**config.mk**
```make
export PLATFORM = sky130hd
export DESIGN_NAME = cascaded_position_velocity_pid
export DESIGN_NICKNAME = d
export VERILOG_FILES = /design/src/hdl/cpvp_pkg.sv /design/src/hdl/cpvp_ctrl.sv /design/src/hdl/cpvp_dp.sv /design/src/hdl/cascaded_position_velocity_pid.sv
export SDC_FILE = /design/constraint.sdc
export NUM_CORES = 2
export LEC_CHECK = 0
export ABC_AREA = 1
export BUFFER_PORTS_ARGS = -buffer_cell sky130_fd_sc_hd__buf_2
export CAP_MARGIN = 20
export CORE_MARGIN = 1
export CORE_UTILIZATION = 39
export CTS_CLUSTER_DIAMETER = 40
export DETAILED_ROUTE_END_ITERATION = 10
export MAX_ROUTING_LAYER = met4
export PLACE_DENSITY = 0.53
export SLEW_MARGIN = 20
export SYNTH_ARGS = -nofsm -noshare
export SYNTH_HDL_FRONTEND = slang
export SYNTH_HIERARCHICAL = 1
export SYNTH_SLANG_ARGS = --single-unit
```
**constraint.sdc**
```tcl
create_clock -name i_clk -period 17 [get_ports i_clk]
set_clock_uncertainty 0.2 [all_clocks]
set_input_delay 1.7 -clock i_clk [delete_from_list [all_inputs] [get_ports i_clk]]
set_output_delay 1.7 -clock i_clk [all_outputs]
set_load 0.01 [all_outputs]
```
**src/hdl/cpvp_pkg.sv**
```systemverilog
`timescale 1ns / 1ps
package cpvp_pkg;

    // Register indexes of the configuration port
    localparam logic [2:0] REG_TARGET_CIRCLES = 3'd0;
    localparam logic [2:0] REG_TARGET_SPEED   = 3'd1;
    localparam logic [2:0] REG_POS_KP         = 3'd2;
    localparam logic [2:0] REG_POS_KI         = 3'd3;
    localparam logic [2:0] REG_POS_KD         = 3'd4;
    localparam logic [2:0] REG_VEL_KP         = 3'd5;
    localparam logic [2:0] REG_VEL_KI         = 3'd6;

    localparam logic [7:0]  TARGET_CIRCLES_RST = 8'd15;
    localparam logic [7:0]  TARGET_SPEED_RST   = 8'd40;

    // target in Q.8 is circles * 276889.6: integer part plus (circles*3)/5
    localparam logic [18:0] TGT_MUL   = 19'd276889;
    localparam logic [7:0]  RCP5      = 8'd205;      // 2^10 / 5, rounded up
    localparam logic [6:0]  SPD_SCALE = 7'd76;
    localparam logic [14:0] RCP76     = 15'd27595;   // 2^21 / 76, rounded up
    localparam logic signed [41:0] INTEG_LIM = 42'sd248320;
    localparam logic [15:0] RAW_NEG_TH = 16'hefff;

    typedef enum logic [2:0] {
        MS_KP  = 3'd0,
        MS_KI  = 3'd1,
        MS_KD  = 3'd2,
        MS_VKP = 3'd3,
        MS_VKI = 3'd4
    } t_msel;

    typedef struct packed {
        logic  load;
        logic  err;
        logic  mul_en;
        t_msel msel;
        logic  acc_en;
        logic  acc_clr;
        logic  quot;
        logic  scale;
        logic  verr;
        logic  drv;
        logic  out_load;
    } t_cmd;

    typedef struct packed {
        logic run;
        logic out_free;
    } t_stat;

endpackage

```
**src/hdl/cpvp_ctrl.sv**
```systemverilog
`timescale 1ns / 1ps
module cpvp_ctrl
    import cpvp_pkg::*;
(
    input  logic i_clk,
    input  logic i_rst_n,
    input  logic i_in_valid,
    input  t_stat i_stat,
    output logic o_in_ready,
    output t_cmd o_cmd
);

    typedef enum logic [13:0] {
        S_IDLE = 14'b00000000000001,
        S_ERR  = 14'b00000000000010,
        S_M0   = 14'b00000000000100,
        S_M1   = 14'b00000000001000,
        S_M2   = 14'b00000000010000,
        S_M3   = 14'b00000000100000,
        S_QT   = 14'b00000001000000,
        S_DIV  = 14'b00000010000000,
        S_VE   = 14'b00000100000000,
        S_M4   = 14'b00001000000000,
        S_M5   = 14'b00010000000000,
        S_M6   = 14'b00100000000000,
        S_INC  = 14'b01000000000000,
        S_FIN  = 14'b10000000000000
    } t_state;

    t_state r_state, n_state;

    always_ff @(posedge i_clk) begin
        if (!i_rst_n) begin
            r_state <= S_IDLE;
        end else begin
            r_state <= n_state;
        end
    end

    always_comb begin
        n_state    = r_state;
        o_cmd      = '0;
        o_cmd.msel = MS_KP;
        o_in_ready = 1'b0;
        unique case (r_state)
            S_IDLE: begin
                o_in_ready = 1'b1;
                if (i_in_valid) begin
                    o_cmd.load = 1'b1;
                    n_state    = S_ERR;
                end
            end
            S_ERR: begin
                // skip the loops and hold their state while stopped
                if (i_stat.run) begin
                    o_cmd.err = 1'b1;
                    n_state   = S_M0;
                end else begin
                    n_state = S_FIN;
                end
            end
            S_M0: begin
                o_cmd.mul_en = 1'b1;
                o_cmd.msel   = MS_KP;
                n_state      = S_M1;
            end
            S_M1: begin
                o_cmd.mul_en  = 1'b1;
                o_cmd.msel    = MS_KI;
                o_cmd.acc_en  = 1'b1;
                o_cmd.acc_clr = 1'b1;
                n_state       = S_M2;
            end
            S_M2: begin
                o_cmd.mul_en = 1'b1;
                o_cmd.msel   = MS_KD;
                o_cmd.acc_en = 1'b1;
                n_state      = S_M3;
            end
            S_M3: begin
                o_cmd.acc_en = 1'b1;
                n_state      = S_QT;
            end
            S_QT: begin
                o_cmd.quot = 1'b1;
                n_state    = S_DIV;
            end
            S_DIV: begin
                o_cmd.scale = 1'b1;
                n_state     = S_VE;
            end
            S_VE: begin
                o_cmd.verr = 1'b1;
                n_state    = S_M4;
            end
            S_M4: begin
                o_cmd.mul_en = 1'b1;
                o_cmd.msel   = MS_VKP;
                n_state      = S_M5;
            end
            S_M5: begin
                o_cmd.mul_en  = 1'b1;
                o_cmd.msel    = MS_VKI;
                o_cmd.acc_en  = 1'b1;
                o_cmd.acc_clr = 1'b1;
                n_state       = S_M6;
            end
            S_M6: begin
                o_cmd.acc_en = 1'b1;
                n_state      = S_INC;
            end
            S_INC: begin
                o_cmd.drv = 1'b1;
                n_state   = S_FIN;
            end
            S_FIN: begin
                // wait here while the previous result is still unread
                if (i_stat.out_free) begin
                    o_cmd.out_load = 1'b1;
                    n_state        = S_IDLE;
                end
            end
            default: begin
                n_state = S_IDLE;
            end
        endcase
    end

endmodule

```
**src/hdl/cpvp_dp.sv**
```systemverilog
`timescale 1ns / 1ps
module cpvp_dp
    import cpvp_pkg::*;
(
    input  logic        i_clk,
    input  logic        i_rst_n,
    input  logic        i_cfg_wr_en,
    input  logic [2:0]  i_cfg_idx,
    input  logic [15:0] i_cfg_wdata,
    input  logic [16:0] i_in_data,
    input  t_cmd        i_cmd,
    output t_stat       o_stat,
    input  logic        i_out_ready,
    output logic        o_out_valid,
    output logic [87:0] o_out_data
);

    logic [7:0]         r_tc, r_ts;
    logic signed [15:0] r_pkp, r_pki, r_pkd, r_vkp, r_vki;

    logic               r_run;
    logic signed [16:0] r_speed;
    logic [31:0]        r_pos;
    logic signed [39:0] r_perr;
    logic signed [18:0] r_integ;
    logic signed [40:0] r_diff;
    logic signed [56:0] r_prod;
    logic signed [58:0] r_acc;
    logic [14:0]        r_qmag;
    logic               r_qneg;
    logic [7:0]         r_smag;
    logic signed [17:0] r_sperr;
    logic signed [18:0] r_dv;
    logic signed [31:0] r_drive;

    logic               r_ovalid;
    logic signed [31:0] r_odrive;
    logic signed [16:0] r_ospeed;
    logic [31:0]        r_opos;

    always_ff @(posedge i_clk) begin
        if (!i_rst_n) begin
            r_tc  <= TARGET_CIRCLES_RST;
            r_ts  <= TARGET_SPEED_RST;
            r_pkp <= '0;
            r_pki <= '0;
            r_pkd <= '0;
            r_vkp <= '0;
            r_vki <= '0;
        end else if (i_cfg_wr_en) begin
            unique case (i_cfg_idx)
                REG_TARGET_CIRCLES: r_tc  <= i_cfg_wdata[7:0];
                REG_TARGET_SPEED:   r_ts  <= i_cfg_wdata[7:0];
                REG_POS_KP:         r_pkp <= i_cfg_wdata;
                REG_POS_KI:         r_pki <= i_cfg_wdata;
                REG_POS_KD:         r_pkd <= i_cfg_wdata;
                REG_VEL_KP:         r_vkp <= i_cfg_wdata;
                REG_VEL_KI:         r_vki <= i_cfg_wdata;
                default: ;
            endcase
        end
    end

    // signed encoder delta
    logic [15:0]        raw;
    logic signed [16:0] speed_n;
    assign raw     = i_in_data[15:0];
    assign speed_n = (raw > RAW_NEG_TH) ? ($signed({1'b0, raw}) - 17'sh0ffff)
                                        : $signed({1'b0, raw});

    // position error and integral
    logic [26:0]        tgt_main, tgt;
    logic [9:0]         frac3;
    logic [17:0]        frac;
    logic signed [41:0] err_full, integ_full;
    logic signed [39:0] err_sat;
    logic signed [18:0] integ_n;
    logic signed [40:0] diff_n;

    assign tgt_main = {19'd0, r_tc} * {8'd0, TGT_MUL};
    assign frac3    = {2'b0, r_tc} + {1'b0, r_tc, 1'b0};
    assign frac     = {8'd0, frac3} * {10'd0, RCP5};
    assign tgt      = tgt_main + {19'd0, frac[17:10]};
    assign err_full = $signed({15'd0, tgt}) - $signed({{2{r_pos[31]}}, r_pos, 8'd0});

    always_comb begin
        if (err_full > $signed({3'b000, {39{1'b1}}})) begin
            err_sat = {1'b0, {39{1'b1}}};
        end else if (err_full < $signed({3'b111, 39'd0})) begin
            err_sat = {1'b1, 39'd0};
        end else begin
            err_sat = err_full[39:0];
        end
    end

    assign integ_full = {{2{err_sat[39]}}, err_sat} + {{23{r_integ[18]}}, r_integ};

    always_comb begin
        if (integ_full > INTEG_LIM) begin
            integ_n = 19'(INTEG_LIM);
        end else if (integ_full < -INTEG_LIM) begin
            integ_n = 19'(-INTEG_LIM);
        end else begin
            integ_n = integ_full[18:0];
        end
    end

    assign diff_n = {err_sat[39], err_sat} - {r_perr[39], r_perr};

    // shared multiplier
    logic signed [15:0] mul_a;
    logic signed [40:0] mul_b;
    logic signed [56:0] mul_p;

    always_comb begin
        unique case (i_cmd.msel)
            MS_KP: begin
                mul_a = r_pkp;
                mul_b = {r_perr[39], r_perr};
            end
            MS_KI: begin
                mul_a = r_pki;
                mul_b = {{22{r_integ[18]}}, r_integ};
            end
            MS_KD: begin
                mul_a = r_pkd;
                mul_b = r_diff;
            end
            MS_VKP: begin
                mul_a = r_vkp;
                mul_b = {{22{r_dv[18]}}, r_dv};
            end
            MS_VKI: begin
                mul_a = r_vki;
                mul_b = {{23{r_sperr[17]}}, r_sperr};
            end
            default: begin
                mul_a = '0;
                mul_b = '0;
            end
        endcase
    end

    assign mul_p = mul_a * mul_b;

    // position output: divide by 2^16 toward zero, then limit
    logic signed [42:0] q_n, lim;
    logic [14:0]        lim15;
    logic [29:0]        sc;

    assign q_n   = r_acc[58:16] + 43'(r_acc[58] && (|r_acc[15:0]));
    assign lim15 = {7'd0, r_ts} * {8'd0, SPD_SCALE};
    assign lim   = $signed({28'd0, lim15});
    assign sc    = {15'd0, r_qmag} * {15'd0, RCP76};

    // speed loop
    logic signed [17:0] setp, verr_n;
    logic signed [18:0] dv_n;
    logic signed [50:0] inc;
    logic signed [51:0] dsum;
    logic signed [31:0] drive_n;

    assign setp   = r_qneg ? -$signed({10'd0, r_smag}) : $signed({10'd0, r_smag});
    assign verr_n = setp - {r_speed[16], r_speed};
    assign dv_n   = {verr_n[17], verr_n} - {r_sperr[17], r_sperr};
    assign inc    = r_acc[58:8] + 51'(r_acc[58] && (|r_acc[7:0]));
    assign dsum   = {{20{r_drive[31]}}, r_drive} + {inc[50], inc};

    always_comb begin
        if (dsum > $signed({21'd0, {31{1'b1}}})) begin
            drive_n = {1'b0, {31{1'b1}}};
        end else if (dsum < $signed({{21{1'b1}}, 31'd0})) begin
            drive_n = {1'b1, 31'd0};
        end else begin
            drive_n = dsum[31:0];
        end
    end

    always_ff @(posedge i_clk) begin
        if (!i_rst_n) begin
            r_pos   <= '0;
            r_perr  <= '0;
            r_integ <= '0;
            r_sperr <= '0;
            r_drive <= '0;
            r_run   <= 1'b0;
        end else begin
            if (i_cmd.load) begin
                r_run   <= i_in_data[16];
                r_speed <= speed_n;
                r_pos   <= r_pos + {{15{speed_n[16]}}, speed_n};
            end
            if (i_cmd.err) begin
                r_perr  <= err_sat;
                r_integ <= integ_n;
                r_diff  <= diff_n;
            end
            if (i_cmd.verr) begin
                r_sperr <= verr_n;
                r_dv    <= dv_n;
            end
            if (i_cmd.drv) begin
                r_drive <= drive_n;
            end
        end
    end

    always_ff @(posedge i_clk) begin
        if (i_cmd.mul_en) begin
            r_prod <= mul_p;
        end
        if (i_cmd.acc_en) begin
            r_acc <= (i_cmd.acc_clr ? 59'sd0 : r_acc) + {{2{r_prod[56]}}, r_prod};
        end
        if (i_cmd.quot) begin
            if (q_n > lim) begin
                r_qmag <= lim15;
                r_qneg <= 1'b0;
            end else if (q_n < -lim) begin
                r_qmag <= lim15;
                r_qneg <= 1'b1;
            end else begin
                r_qmag <= q_n[42] ? 15'(-q_n) : q_n[14:0];
                r_qneg <= q_n[42];
            end
        end
        if (i_cmd.scale) begin
            r_smag <= sc[28:21];
        end
    end

    // output register
    always_ff @(posedge i_clk) begin
        if (!i_rst_n) begin
            r_ovalid <= 1'b0;
        end else if (i_cmd.out_load) begin
            r_ovalid <= 1'b1;
        end else if (i_out_ready) begin
            r_ovalid <= 1'b0;
        end
    end

    always_ff @(posedge i_clk) begin
        if (i_cmd.out_load) begin
            r_odrive <= r_run ? r_drive : 32'sd0;
            r_ospeed <= r_speed;
            r_opos   <= r_pos;
        end
    end

    assign o_stat.run      = r_run;
    assign o_stat.out_free = !r_ovalid || i_out_ready;
    assign o_out_valid     = r_ovalid;
    assign o_out_data      = {7'd0, r_opos, r_ospeed, r_odrive};

endmodule

```
**src/hdl/cascaded_position_velocity_pid.sv**
```systemverilog
`timescale 1ns / 1ps
// Cascaded position / speed controller, one result per control tick.
// Slave stream: one request per tick, tdata = {run, raw_count}; raw_count is
// the encoder counter read this tick, run = 0 forces drive to zero.
// Master stream: one result per request, tdata = {position, speed, drive}.
// Configuration: write enable, register index and 16-bit data; gains and
// targets take effect from the next request. Write only while idle.
// Sequence: a running request steps through error update, the position
// products, quotient limit, reciprocal scaling, speed error, the speed
// products, drive update and output load; a stopped request skips the
// loop steps and goes straight to the output load. The sequencer steps
// the shared 16 x 41 multiplier through five products and the fixed
// reciprocal scaling, one step a cycle; only the output load can wait.
// One request is processed at a time; s_axis_tready is high only while the
// sequencer is idle, and it returns idle as soon as the result is registered.
// A stalled receiver holds the result in the output register; a following
// request is still accepted and completes up to its final step, then waits.
// Reset (synchronous, active low) clears the position, loop state and drive,
// restores target_circles = 15 and target_speed = 40, and zeroes the gains.
module cascaded_position_velocity_pid
    import cpvp_pkg::*;
(
    input  logic        i_clk,
    input  logic        i_rst_n,
    input  logic        i_cfg_wr_en,
    input  logic [2:0]  i_cfg_idx,
    input  logic [15:0] i_cfg_wdata,
    input  logic        s_axis_tvalid,
    output logic        s_axis_tready,
    input  logic [23:0] s_axis_tdata,   // [15:0] raw_count, [16] run, rest zero
    output logic        m_axis_tvalid,
    input  logic        m_axis_tready,
    output logic [87:0] m_axis_tdata    // [31:0] drive, [48:32] speed, [80:49] position
);

    t_cmd  cmd;
    t_stat stat;

    cpvp_ctrl u_ctrl (
        .i_clk      (i_clk),
        .i_rst_n    (i_rst_n),
        .i_in_valid (s_axis_tvalid),
        .i_stat     (stat),
        .o_in_ready (s_axis_tready),
        .o_cmd      (cmd)
    );

    cpvp_dp u_dp (
        .i_clk       (i_clk),
        .i_rst_n     (i_rst_n),
        .i_cfg_wr_en (i_cfg_wr_en),
        .i_cfg_idx   (i_cfg_idx),
        .i_cfg_wdata (i_cfg_wdata),
        .i_in_data   (s_axis_tdata[16:0]),
        .i_cmd       (cmd),
        .o_stat      (stat),
        .i_out_ready (m_axis_tready),
        .o_out_valid (m_axis_tvalid),
        .o_out_data  (m_axis_tdata)
    );

endmodule

```
==> flow_summary.toml <==
[timing]
clock.fmax_mhz = 64.5
finalHoldViolCount = 0
relSlewSlack_pct = 27.8
rsz0062_at_grt = "false"
finalMaxSlewViolations = 0
fin_crit_sh_pct = 91.2
worstMarginPinSlew_ns = 1.08
setup_viol = 0
finalCriticalPeriod_ns = 15.51
fin_setup_tns_ns = 0
worst_hold_slack_ns = 0.247

[synth]
ys_types = 73
synth_warnings = 6
ys_ff_latch = 551
yosys.area_share.simple_pct = 21.0
syn_area_per_cell_um2 = 7.46
synth.most_common_cell = "inv_1"
synthCells = 10047
synth_top_family_by_area = "adder cells"
synth_area_leaders = "fa_1 20%, ha_1 12%, edfxtp_1 12%"
synth.largest_area_cell = "fa_1"
ys_async_sr_fraction_pct = 0
synth_xor_area_share_pct = 5.21
synth_compound_area_share_pct = 10.7
seq_area_frac_synth_pct = 18.7
yosysTopAreaCellShare_pct = 20.4
synthAdderAreaFrac_pct = 32.6
synth_edf_count = 298
netlist_area_mm2 = 0.0749
synthFlopType = "edfxtp_1"
synthMuxAreaShare_pct = 0
synth_commonest_cells = "2095 x inv_1, 1961 x nand2_1, 1141 x nor2_1"

[grt]
grt_antenna_before_repair = 21
grt_pass1_wl_mm = 397
overflow = 0
grt_max_degree = 98
grt_pass1_vias = 65652
grt_usage_pct = 27.7

[drt]
drtPass1Iterations = 5
dr.first_iter.drc_count = 4606
via_count = 65542
drt-total-wl_mm = 259
ant_nets = 0
drcViolationCount = 0
routedWlPerCell_um = 20.3
via_per_inst = 5.13

[min_path]
timing.hold.worst_endpoint = "u_dp/r_opos[17]"
min_path_cells = 0
hold_path_class = "flip-flop to flip-flop"
hp-start = "u_dp/r_pos[17]"

[clock_tree]
cts-root-buf = "clkbuf_16"
clkTransAtPathRegs_ns = 0.06
cts_hold_buffers = 0
cts_tree = "yes"
cts_sinks = 551
clock_latency_ns = 0.75
cts_setup_buffers = 0
cts_resized = 0
cts-buffers-inserted = 107
cts.htree.levels = 3
clk_path_buf_depth = 3

[final_layout]
syn2layout_area_growth_pct = 9.80
fin_util_pct = 43.2
filler_cell_count = 19732
multi_input_area_mm2 = 0.0522
seq_area_mm2 = 0.0140
nNetsFinal = 11693
drive_gt1_share_pct = 5.16

[power]
power_density_mw_per_mm2 = 142
peakVddDrop_mv = 0.433
total_power_mw = 11.7
p_leak_nw = 41.4

[worst_setup_path]
rr_worst_depth = 74
setup.worst_path.end_class = "flip-flop"
crit_family = "adder cells"
worstPathArrival_ns = 15.96
r2r_start = "u_dp/r_tc[1]"
r2r-end = "u_dp/r_integ[8]"
timing.reg2reg.setup_slack_ns = 1.49
startpoint_type = "flip-flop"
worstPathMaxFanout = 12
cp_num_buf_inv = 11
slowest_stage = "fa_1"
cp.required_ns = 17.45
critPathKind = "flip-flop to flip-flop"
worst_path_most_repeated_cell = "nand2_1"
max_stage_delay_ns = 0.55

[die]
num_rows = 160
initial_core_util_pct = 39.3
coreArea_mm2 = 0.191
die_x_um = 440
die_area_mm2 = 0.194
pin_count = 138
die_h_um = 440

[placed_design]
finalWeightedCongestion = 0.991
dp_hpwl_mm = 216
io_buffer_count = 123

[outcome]
status = "finished, final reports clean"

[run]
cap_violations = 0
## kinds of logic (layout without fill, tap and decap cells)
group / after synthesis / in the layout
AO/OA/AOI/OAI: 1440 / 1440
XOR/XNOR: 445 / 445
AND/OR/NAND/NOR: 3780 / 3780
flip-flops: 551 / 551
buffers and inverters: 2338 / 2531
adder cells (fa/ha/maj): 1492 / 1492
other: 1 / 16
## how the worst max path moves through the flow
stage                 start         endpoint  slack [ns]  cells after the start
6_report       u_dp/r_tc[1]  u_dp/r_integ[8]        1.49                     74
5_1_grt        u_dp/r_tc[1]  u_dp/r_integ[8]        0.20                     73
4_1_cts        u_dp/r_tc[1]  u_dp/r_integ[8]        1.60                     74
3_5_place_dp   u_dp/r_tc[1]  u_dp/r_integ[2]        1.57                     74
3_3_place_gp   u_dp/r_tc[1]  u_dp/r_integ[3]        1.68                     73
2_1_floorplan  u_dp/r_tc[0]  u_dp/r_integ[7]        4.29                     77
## where the power goes
group          internal (mW)  switching (mW)  leakage [nW]
sequential              1.64          0.0325          4.85
combinational           2.40            5.44          34.7
clock                   1.31           0.846          1.80
total                   5.36            6.32          41.4
## layout make-up
| cell class | count | area share [%] |
|---|---|---|
| multi-input combinational | 7164 | 63.4 |
| sequential | 551 | 17.0 |
| inverter | 2121 | 9.68 |
| tap | 2511 | 3.82 |
| clock buffer | 121 | 3.35 |
| timing repair buffer | 208 | 1.53 |
| clock inverter | 81 | 1.14 |
| antenna | 9 | 0.0274 |
## through the flow
| step | instances | setup WS [ns] | instance area, um^2 |
|---|---|---|---|
| global placement | 12554 | 1.68 | 78500 |
| floorplan | 10053 | 4.29 | 75000 |
| finish | 12766 | 1.49 | 82300 |
| CTS | 12756 | 1.60 | 82200 |
| detailed placement | 12554 | 1.57 | 78500 |
| global route | 12760 | 0.202 | 82300 |
## cell usage in the layout, fill, tap and decap left out, types with 16 or more instances in the layout
master / n
and2_1: 26
clkbuf_16: 107
nor3b_2: 20
a221oi_1: 36
xor2_1: 314
nand3_1: 271
inv_6: 19
buf_2: 122
a31oi_1: 77
a21boi_0: 23
nand2_1: 1960
o21a_1: 21
fa_1: 765
xnor2_1: 129
a21o_1: 24
a21oi_1: 670
nor4_1: 25
nor2_1: 1139
edfxtp_1: 298
o21bai_1: 29
o22ai_1: 25
nor3_1: 111
o21ai_0: 431
nand4_1: 117
nor3_2: 16
buf_4: 86
inv_2: 19
inv_1: 2091
nand3b_1: 20
o211ai_1: 28
ha_1: 727
dfxtp_1: 252
## registers in the layout, indices dropped and copies added, names as in the netlist, 16 cells and up
| signal | flops |
|---|---|
| u_dp/r_pos | 32 |
| u_dp/r_vkp | 16 |
| u_dp/r_integ | 19 |
| u_dp/r_pkd | 16 |
| u_dp/r_drive | 32 |
| u_dp/r_pki | 16 |
| u_dp/r_odrive | 32 |
| u_dp/r_pkp | 16 |
| u_dp/r_vki | 16 |
| u_dp/r_perr | 40 |
| u_dp/r_diff | 41 |
| u_dp/r_prod | 57 |
| u_dp/r_opos | 32 |
| u_dp/r_acc | 59 |
| u_dp/r_dv | 19 |
| u_dp/r_ospeed | 17 |
| u_dp/r_sperr | 18 |
| u_dp/r_speed | 17 |
## layer usage
layer	track usage [%]	share of wire, %	vias to the layer above	wire (um)
li1	-	-	31870	-
met1	37.7	47	31792	121000
met2	43.5	45	1570	118000
met3	3.37	5.3	310	13700
met4	6.63	2.6	0	6650
met5	-	0	-	0
Note: power is estimated with default switching activity, not from simulation.
